## src/rtl/ftss_pkg.sv

```systemverilog
`timescale 1ns / 1ps
// ----------------------------------------------------------------------------
// ftss_pkg: shared types and constants
// Operation and source codes, register indexes and the beat structs used
// across the freshest time source selector.
// ----------------------------------------------------------------------------
package ftss_pkg;

  localparam int unsigned TIME_W = 32;
  localparam int unsigned AGE_W  = 12;
  localparam int unsigned IDX_W  = 2;

  localparam logic [AGE_W-1:0] FRESH_AGE_RST = 12'd4;
  localparam logic [AGE_W-1:0] STALE_AGE_RST = 12'd60;

  typedef enum logic [2:0] {
    OP_RTC_SYNC = 3'd0,
    OP_GPS_SYNC = 3'd1,
    OP_TICK     = 3'd2,
    OP_QUERY    = 3'd3,
    OP_CLEAR    = 3'd4
  } op_t;

  typedef enum logic [1:0] {
    SRC_NONE = 2'd0,
    SRC_GPS  = 2'd1,
    SRC_RTC  = 2'd2,
    SRC_APP  = 2'd3
  } src_t;

  typedef enum logic [IDX_W-1:0] {
    REG_FRESH_AGE = 2'd0,
    REG_STALE_AGE = 2'd1
  } cfg_reg_t;

  // One input beat as held in the input register
  typedef struct packed {
    logic [2:0]        operation;
    logic [TIME_W-1:0] time_value;
    logic [TIME_W-1:0] now_seconds;
  } item_t;

  // Snapshot of all three sources
  typedef struct packed {
    logic [TIME_W-1:0] gps_time;
    logic [TIME_W-1:0] gps_stamp;
    logic [TIME_W-1:0] rtc_time;
    logic [TIME_W-1:0] rtc_stamp;
    logic [TIME_W-1:0] app_time;
    logic [TIME_W-1:0] app_stamp;
  } src_state_t;

endpackage

```

## src/rtl/ftss_in_reg.sv

```systemverilog
`timescale 1ns / 1ps
// ----------------------------------------------------------------------------
// ftss_in_reg: input register
// Captures one input beat and holds it until the next stage takes it.
// ----------------------------------------------------------------------------
module ftss_in_reg (
  input  logic          clk,
  input  logic          rst_n,
  input  logic          in_valid,
  output logic          in_stall,
  input  ftss_pkg::item_t in_item,
  input  logic          advance,
  output logic          item_valid,
  output ftss_pkg::item_t item
);

  logic            valid_r;
  logic            valid_nxt;
  ftss_pkg::item_t item_r;

  // Stall only while a held beat cannot move on
  assign in_stall = valid_r && !advance;

  always_comb begin
    valid_nxt = valid_r;
    if (!in_stall) begin
      valid_nxt = in_valid;
    end
  end

  always_ff @(posedge clk) begin
    if (!rst_n) begin
      valid_r <= 1'b0;
    end else begin
      valid_r <= valid_nxt;
    end
  end

  always_ff @(posedge clk) begin
    if (in_valid && !in_stall) begin
      item_r <= in_item;
    end
  end

  assign item_valid = valid_r;
  assign item       = item_r;

endmodule

```

## src/rtl/ftss_sources.sv

```systemverilog
`timescale 1ns / 1ps
// ----------------------------------------------------------------------------
// ftss_sources: source registers
// Holds time and stamp for GPS, RTC and the application clock and applies
// sync, tick and clear beats.
// ----------------------------------------------------------------------------
module ftss_sources (
  input  logic                 clk,
  input  logic                 rst_n,
  input  logic                 fire,
  input  ftss_pkg::item_t      item,
  output ftss_pkg::src_state_t state
);

  ftss_pkg::src_state_t state_r;
  ftss_pkg::src_state_t state_nxt;
  logic                 gps_seen;

  assign gps_seen = (state_r.gps_stamp != '0);

  always_comb begin
    state_nxt = state_r;
    if (fire) begin
      case (ftss_pkg::op_t'(item.operation))
        ftss_pkg::OP_RTC_SYNC, ftss_pkg::OP_GPS_SYNC: begin
          // Seed the application clock until GPS has been seen
          if (!gps_seen) begin
            state_nxt.app_time  = item.time_value;
            state_nxt.app_stamp = item.now_seconds;
          end
          if (ftss_pkg::op_t'(item.operation) == ftss_pkg::OP_GPS_SYNC) begin
            state_nxt.gps_time  = item.time_value;
            state_nxt.gps_stamp = item.now_seconds;
          end else begin
            state_nxt.rtc_time  = item.time_value;
            state_nxt.rtc_stamp = item.now_seconds;
          end
        end
        ftss_pkg::OP_TICK: begin
          if (gps_seen) begin
            state_nxt.app_time  = state_r.app_time + 32'd1;
            state_nxt.app_stamp = item.now_seconds;
          end
        end
        ftss_pkg::OP_CLEAR: begin
          state_nxt = '0;
        end
        default: begin
        end
      endcase
    end
  end

  always_ff @(posedge clk) begin
    if (!rst_n) begin
      state_r <= '0;
    end else begin
      state_r <= state_nxt;
    end
  end

  assign state = state_r;

endmodule

```

## src/rtl/ftss_selector.sv

```systemverilog
`timescale 1ns / 1ps
// ----------------------------------------------------------------------------
// ftss_selector: source choice
// Computes the three ages and picks the time to report for a query.
// ----------------------------------------------------------------------------
module ftss_selector (
  input  ftss_pkg::src_state_t                 state,
  input  logic [ftss_pkg::TIME_W-1:0]          now_seconds,
  input  logic [ftss_pkg::AGE_W-1:0]           fresh_age,
  input  logic [ftss_pkg::AGE_W-1:0]           stale_age,
  output logic [ftss_pkg::TIME_W-1:0]          chosen_time,
  output ftss_pkg::src_t                       source
);

  logic [ftss_pkg::TIME_W-1:0] stale_plus;
  logic [ftss_pkg::TIME_W-1:0] fresh_w;
  logic [ftss_pkg::TIME_W-1:0] stale_w;
  logic [ftss_pkg::TIME_W-1:0] a_gps;
  logic [ftss_pkg::TIME_W-1:0] a_rtc;
  logic [ftss_pkg::TIME_W-1:0] a_app;
  logic                        any_set;

  assign fresh_w    = {{(ftss_pkg::TIME_W-ftss_pkg::AGE_W){1'b0}}, fresh_age};
  assign stale_w    = {{(ftss_pkg::TIME_W-ftss_pkg::AGE_W){1'b0}}, stale_age};
  assign stale_plus = stale_w + 32'd1;

  // A stamp in the future reads as just past stale
  assign a_gps = (now_seconds >= state.gps_stamp) ? now_seconds - state.gps_stamp
                                                  : stale_plus;
  assign a_rtc = (now_seconds >= state.rtc_stamp) ? now_seconds - state.rtc_stamp
                                                  : stale_plus;
  assign a_app = (now_seconds >= state.app_stamp) ? now_seconds - state.app_stamp
                                                  : stale_plus;

  assign any_set = (state.gps_stamp != '0) || (state.rtc_stamp != '0) ||
                   (state.app_stamp != '0);

  always_comb begin
    source = ftss_pkg::SRC_NONE;
    if (any_set) begin
      if (a_gps < fresh_w) begin
        source = ftss_pkg::SRC_GPS;
      end else if (a_rtc < fresh_w) begin
        source = ftss_pkg::SRC_RTC;
      end else if (a_app < fresh_w) begin
        source = ftss_pkg::SRC_APP;
      end else if (a_gps > stale_w && a_rtc > stale_w && a_app > stale_w) begin
        source = ftss_pkg::SRC_NONE;
      end else if (a_gps < a_rtc) begin
        source = (a_gps < a_app) ? ftss_pkg::SRC_GPS : ftss_pkg::SRC_APP;
      end else begin
        source = (a_rtc < a_app) ? ftss_pkg::SRC_RTC : ftss_pkg::SRC_APP;
      end
    end
  end

  always_comb begin
    case (source)
      ftss_pkg::SRC_GPS: chosen_time = state.gps_time;
      ftss_pkg::SRC_RTC: chosen_time = state.rtc_time;
      ftss_pkg::SRC_APP: chosen_time = state.app_time;
      default:           chosen_time = '0;
    endcase
  end

endmodule

```

## src/rtl/freshest_time_source_selector_unit.sv

```systemverilog
`timescale 1ns / 1ps
// ----------------------------------------------------------------------------
// freshest_time_source_selector_unit: top level
// Tracks GPS, RTC and application clock time and answers queries with the
// freshest usable source.
// ----------------------------------------------------------------------------
// Usage:
//   Input beats (in_operation, in_time_value, in_now_seconds) are taken when
//   in_valid is high and in_stall is low. Sync, tick and clear beats update
//   the source registers and give no result; a query gives one result beat
//   (out_chosen_time, out_source), taken when out_valid is high and
//   out_stall is low. Codes 5 to 7 are dropped.
//   A query beat passes from the input register into the result register,
//   where its result shows on the outputs. Throughput: one beat per cycle
//   while in_stall is low, set by the single pass between those two
//   registers; a new beat is taken while a result waits.
//   A stalled result holds; in_stall rises only when a query sits in the
//   input register behind a held result.
//   Reset clears all sources (stamps read as never set), sets fresh_age to
//   4 and stale_age to 60 and empties both registers. Registers are written
//   through cfg_valid/cfg_ready (always ready); unknown indexes are ignored.
// ----------------------------------------------------------------------------
module freshest_time_source_selector_unit (
  input  logic                            clk,
  input  logic                            rst_n,
  input  logic                            in_valid,
  output logic                            in_stall,
  input  logic [2:0]                      in_operation,
  input  logic [ftss_pkg::TIME_W-1:0]     in_time_value,
  input  logic [ftss_pkg::TIME_W-1:0]     in_now_seconds,
  output logic                            out_valid,
  input  logic                            out_stall,
  output logic [ftss_pkg::TIME_W-1:0]     out_chosen_time,
  output logic [1:0]                      out_source,
  input  logic                            cfg_valid,
  output logic                            cfg_ready,
  input  logic [ftss_pkg::IDX_W-1:0]      cfg_index,
  input  logic [ftss_pkg::AGE_W-1:0]      cfg_wdata
);

  ftss_pkg::item_t              in_item;
  ftss_pkg::item_t              item;
  logic                         item_valid;
  logic                         is_query;
  logic                         advance;
  logic                         fire;
  ftss_pkg::src_state_t         state;
  logic [ftss_pkg::TIME_W-1:0]  sel_time;
  ftss_pkg::src_t               sel_source;

  logic [ftss_pkg::AGE_W-1:0]   fresh_age_r;
  logic [ftss_pkg::AGE_W-1:0]   stale_age_r;
  logic                         out_valid_r;
  logic                         out_valid_nxt;
  logic [ftss_pkg::TIME_W-1:0]  out_time_r;
  logic [1:0]                   out_source_r;

  assign in_item.operation   = in_operation;
  assign in_item.time_value  = in_time_value;
  assign in_item.now_seconds = in_now_seconds;

  assign is_query = (ftss_pkg::op_t'(item.operation) == ftss_pkg::OP_QUERY);
  // Only a query needs room in the result register
  assign advance  = !is_query || !out_valid_r || !out_stall;
  assign fire     = item_valid && advance;

  ftss_in_reg u_in_reg (
    .clk        (clk),
    .rst_n      (rst_n),
    .in_valid   (in_valid),
    .in_stall   (in_stall),
    .in_item    (in_item),
    .advance    (advance),
    .item_valid (item_valid),
    .item       (item)
  );

  ftss_sources u_sources (
    .clk   (clk),
    .rst_n (rst_n),
    .fire  (fire),
    .item  (item),
    .state (state)
  );

  ftss_selector u_selector (
    .state       (state),
    .now_seconds (item.now_seconds),
    .fresh_age   (fresh_age_r),
    .stale_age   (stale_age_r),
    .chosen_time (sel_time),
    .source      (sel_source)
  );

  // Configuration registers
  assign cfg_ready = 1'b1;

  always_ff @(posedge clk) begin
    if (!rst_n) begin
      fresh_age_r <= ftss_pkg::FRESH_AGE_RST;
      stale_age_r <= ftss_pkg::STALE_AGE_RST;
    end else if (cfg_valid && cfg_ready) begin
      unique case (ftss_pkg::cfg_reg_t'(cfg_index))
        ftss_pkg::REG_FRESH_AGE: fresh_age_r <= cfg_wdata;
        ftss_pkg::REG_STALE_AGE: stale_age_r <= cfg_wdata;
        default: begin
        end
      endcase
    end
  end

  // Result register
  always_comb begin
    out_valid_nxt = out_valid_r;
    if (fire && is_query) begin
      out_valid_nxt = 1'b1;
    end else if (!out_stall) begin
      out_valid_nxt = 1'b0;
    end
  end

  always_ff @(posedge clk) begin
    if (!rst_n) begin
      out_valid_r <= 1'b0;
    end else begin
      out_valid_r <= out_valid_nxt;
    end
  end

  always_ff @(posedge clk) begin
    if (fire && is_query) begin
      out_time_r   <= sel_time;
      out_source_r <= sel_source;
    end
  end

  assign out_valid       = out_valid_r;
  assign out_chosen_time = out_time_r;
  assign out_source      = out_source_r;

endmodule
```

## config.mk

```make
export PLATFORM = sky130hd
export DESIGN_NAME = freshest_time_source_selector_unit
export DESIGN_NICKNAME = d
export VERILOG_FILES = /design/src/rtl/ftss_pkg.sv /design/src/rtl/ftss_in_reg.sv /design/src/rtl/ftss_sources.sv /design/src/rtl/ftss_selector.sv /design/src/rtl/freshest_time_source_selector_unit.sv
export SDC_FILE = /design/constraint.sdc
export NUM_CORES = 1
export LEC_CHECK = 0
export ABC_CLOCK_PERIOD_IN_PS = 6400
export BUFFER_PORTS_ARGS = -buffer_cell sky130_fd_sc_hd__buf_4
export CAP_MARGIN = 5
export CORE_MARGIN = 10
export CORE_UTILIZATION = 38
export CTS_CLUSTER_DIAMETER = 200
export DETAILED_ROUTE_END_ITERATION = 8
export GPL_TIMING_DRIVEN = 1
export PLACE_DENSITY_LB_ADDON = 0.2
export SETUP_SLACK_MARGIN = 0.2
export SLEW_MARGIN = 20
export SYNTH_ARGS = -nofsm -noshare
export SYNTH_HDL_FRONTEND = slang
export SYNTH_SLANG_ARGS = --single-unit
```

## constraint.sdc

```tcl
create_clock -name clk -period 6.4 [get_ports clk]
set_clock_uncertainty 0.05 [all_clocks]
set_input_delay 1.28 -clock clk [delete_from_list [all_inputs] [get_ports clk]]
set_output_delay 1.28 -clock clk [all_outputs]
set_load 0.01 [all_outputs]
```

==> key figures <==
Outcome
  • Status: complete, no violations

Routing
  • Post-route antenna net violation count: 0
  • Via density: 5.75
  • Final WL: approximately 90000 um
  • # DRC: 0
  • First-pass DRT Iterations: 6
  • DR WL/cell: about 22 um
  • Vias: 24.3k
  • Initial drt markers: about 1.8k

Worst setup path
  • Buf+Inv Stages, Crit Path: 7
  • Max incr delay on CP: ~650 ps
  • Crit path max-delay cell type: or4_1
  • Worst Path Arrival: 6450 ps
  • CP Class: flip-flop to flip-flop
  • Setup crit start: u_in_reg.item[16]$_DFFE_PP_
  • Reg2reg setup slack: about 300 ps
  • Cell mode on critical path: buf_4
  • CP endpoint kind: flip-flop
  • CP startpoint kind: flip-flop
  • CP top delay family: simple AND/OR/NAND/NOR gates
  • Crit Path Max Fanout: 20
  • Crit. path cell count: 24
  • Reg2reg path depth: 24
  • End point of the critical path: out_chosen_time[4]$_DFFE_PP_
  • Worst EP required: 6740 ps
  • Worst r2r dst: out_chosen_time[4]$_DFFE_PP_
  • Worst path cell trace: ha_1 > nand4_1 > or4_1 > buf_4 > nand2_1 > buf_4 > a211o_1 > buf_12 > buf_4 > nor2_1 > nor2_1 > buf_4 > inv_1 > ha_1 > a21o_1 > a21o_1 > a21oi_1 > o221ai_1 > or4b_1 > o31ai_1 > a21o_2 > and2_4 > buf_12 > o2bb2ai_1
  • Worst r2r src: u_in_reg.item[16]$_DFFE_PP_

Pwr
  • Max VDD drop: roughly 0.22 mV
  • Leakage: 11.9 nW
  • Sequential cell fraction of total power: 31.3%
  • Clk pwr share: about 30%
  • Internal power: 0.00461 W
  • Switch Pwr: 0.00253 W
  • Power density cells: roughly 240 mW/mm2
  • Power share of the combinational group: 38.5%
  • Sw Share: 35.4%

CTS
  • CTS Hold Bufs: 0
  • CTS tree: yes
  • CTS Sinks: 319
  • Clock latency on the worst-skew pair: approximately 570 ps
  • Clock slew at reported path FFs: around 60 ps
  • Clock Path Buffers: 3
  • CTS H-tree depth: 2
  • Clock Tree Root: clkbuf_16
  • TritonCTS buffer count: 36

Synthesis
  • Top cells by count, synth: nand2_1 (412), ha_1 (260), nand3_1 (225)
  • Syn_area_per_cell: ~8 um2
  • Yosys cell types: 86
  • Post-synth top area cell: dfxtp_1
  • Syn Std Cell Area: 0.0248 mm2
  • Synth Register Bits: ~320
  • Share of the synthesized area in the top cell type: about 18%
  • Yosys warning count: 0
  • Post-synthesis sequential area ratio: 29.8%
  • Cell with the most instances after synthesis: nand2_1
  • Post-synthesis cell count: 3073
  • FFs w/ async S/R, synth: 0%
  • Post-synth EDFFs: 101
  • Syn nets: 3422
  • Top post-synthesis cells by area: dfxtp_1 (18%), ha_1 (13%), edfxtp_1 (12%)
  • Top_reg_cell synth: dfxtp_1

Floorplan
  • DIE AREA: 0.0759 mm2
  • IO Pins: 123
  • Initial Utilization: 38.4%
  • Die Height: 276 um
  • Chip width: approximately 280 um
  • Core ar.: 0.0646 mm2
  • Total number of placement rows: 93

Place
  • IO Port Bufs: 121
  • HPWL Detailed: between 70000 and 80000 um
  • Placed cell count: 4142
  • GPL Wtd Cong: between 0.9 and 1

Layout
  • Final Non-Filler Cells: between 4k and 5k
  • Area grow syn2layout: 21.7%
  • NumNets Final: 3699
  • Layout Utilization: 46.7%
  • Share of cells above drive strength 1: between 10% and 20%
  • Ant. Diodes: 0

GRT
  • Global Route Usage Sum: 23.4%
  • Initial antenna violation count: 0
  • Overflow after GRT: 0
  • Largest net degree at the start of global routing: 100
  • Vias in the first global route: about 24k
  • First-pass GRT wire length: 140000 um

Timing
  • Final worst path period need: roughly 6100 ps
  • Final Hold Vio Count: 0
  • Final worst path period share: 95.3%
  • Final Max Tran Viols: 0
  • Rel. slew slack: 35.8%
  • Peak Freq: between 0.15 and 0.2 GHz
  • Endpoints failing setup: 0
  • RSZ-0062 raised after global routing: true
  • Worst-Margin Slew: approximately 960 ps

Job
  • Max-cap violations: 0

Min path
  • Worst Hold Path Cells: 2
  • Worst hold-check path type: flip-flop to flip-flop
## cell families after synthesis
group,after synthesis,synth area share (%)
AO/OA/AOI/OAI,862,23.9
XOR/XNOR,88,3.11
adder cells (fa/ha/maj),263,13.4
buffers and inverters,364,5.77
flip-flops,319,29.8
multiplexers,57,2.36
other,1,0.0151
AND/OR/NAND/NOR,1119,21.6
## worst reg2reg max path: stages (launching register included)
cell and delay [ps]:
edfxtp_1 580, ha_1 410, nand4_1 200, or4_1 650
buf_4 180, nand2_1 80, buf_4 120, a211o_1 150
buf_12 190, buf_4 180, nor2_1 40, nor2_1 290
buf_4 190, inv_1 60, ha_1 310, a21o_1 160
a21o_1 160, a21oi_1 250, o221ai_1 170, or4b_1 570
o31ai_1 110, a21o_2 290, and2_4 250, buf_12 170
o2bb2ai_1 140
## area by class of cell
class / count / area, um2
well taps: 855 / 1070
flip-flops and latches: 319 / 7400
clock buffers: 51 / 998
repair buffers: 415 / 3360
multi-input cells: 2390 / 16400
inverters: 188 / 706
clock inverters: 13 / 228
fillers: 6369 / 34400
## repair_timing
item                       4_1_cts  5_1_grt
buffers inserted                 7       13
cloned                           1        4
pin swaps                        8       49
setup endpoints to repair       34       33
resized for setup               29       65
## layout by cell type (no fill, tap or decap), types with 20 or more instances in the layout
cell type / n
o21a_1: 32
xor2_1: 37
a21oi_1: 182
nand2_1: 409
a21o_1: 64
o211ai_1: 42
ha_1: 257
and3_1: 23
clkbuf_16: 41
buf_4: 395
dfxtp_1: 218
nor4_1: 35
inv_1: 185
xnor2_1: 49
nand3_1: 225
nand4_1: 68
nor2_1: 152
nor2b_1: 26
edfxtp_1: 101
nand2b_1: 26
a21boi_0: 184
nor3_1: 42
mux2i_1: 37
a211oi_1: 22
o21ai_0: 127
a31oi_1: 20
## worst min path at each step
| stage | start | to | slack [ps] |
|---|---|---|---|
| finish | fresh_age_r[5]$_SDFFE_PN0P_ | fresh_age_r[5]$_SDFFE_PN0P_ | 420 |
| global route | u_sources.state[167]$_SDFFE_PN0P_ | u_sources.state[167]$_SDFFE_PN0P_ | 430 |
| CTS | u_sources.state[190]$_SDFFE_PN0P_ | u_sources.state[190]$_SDFFE_PN0P_ | 420 |
| detailed placement | u_sources.state[190]$_SDFFE_PN0P_ | u_sources.state[190]$_SDFFE_PN0P_ | 410 |
| global placement | u_sources.state[185]$_SDFFE_PN0P_ | u_sources.state[185]$_SDFFE_PN0P_ | 400 |
| floorplan | u_sources.state[160]$_SDFFE_PN0P_ | u_sources.state[160]$_SDFFE_PN0P_ | 390 |
## routing by layer
metal,global-route usage (%),vias up,wire length (um),share of wire (%)
met5,0,-,0,0
met3,2.58,137,4050,4.4
met4,6.72,0,2660,2.9
met1,29.8,11800,40400,44
met2,41.1,673,45400,49
li1,-,11700,-,-
## power groups by stage
stage / Sequential (W) / Clock [W] / Combinational (W)
floorplan: 0.00225 / 0 / 0.00153
global placement: 0.00228 / 0 / 0.00248
detailed placement: 0.00228 / 0 / 0.00251
CTS: 0.00223 / 0.00219 / 0.00259
global route: 0.00224 / 0.00227 / 0.00298
finish: 0.00223 / 0.00215 / 0.00275
## state kept, by name (all words and copies together) (netlist names)
signal               cells
out_valid                1
fresh_age_r             12
u_in_reg.item           67
u_sources.state        192
out_chosen_time         32
out_source               2
u_in_reg.item_valid      1
stale_age_r             12
## stage by stage
step           setup slack [ps]  total power (W)  hold WS (ps)  cell area [um2]  TNS [ps]
6_report                    299          0.00713           416            30200         0
3_3_place_gp               -298          0.00476           402            28300     -9150
5_1_grt                    5.85          0.00749           435            30200         0
3_5_place_dp               -286          0.00479           409            28300     -8660
2_1_floorplan               318          0.00378           393            24800         0
4_1_cts                     204          0.00702           417            29700         0
Note: power is estimated with default switching activity, not from simulation.
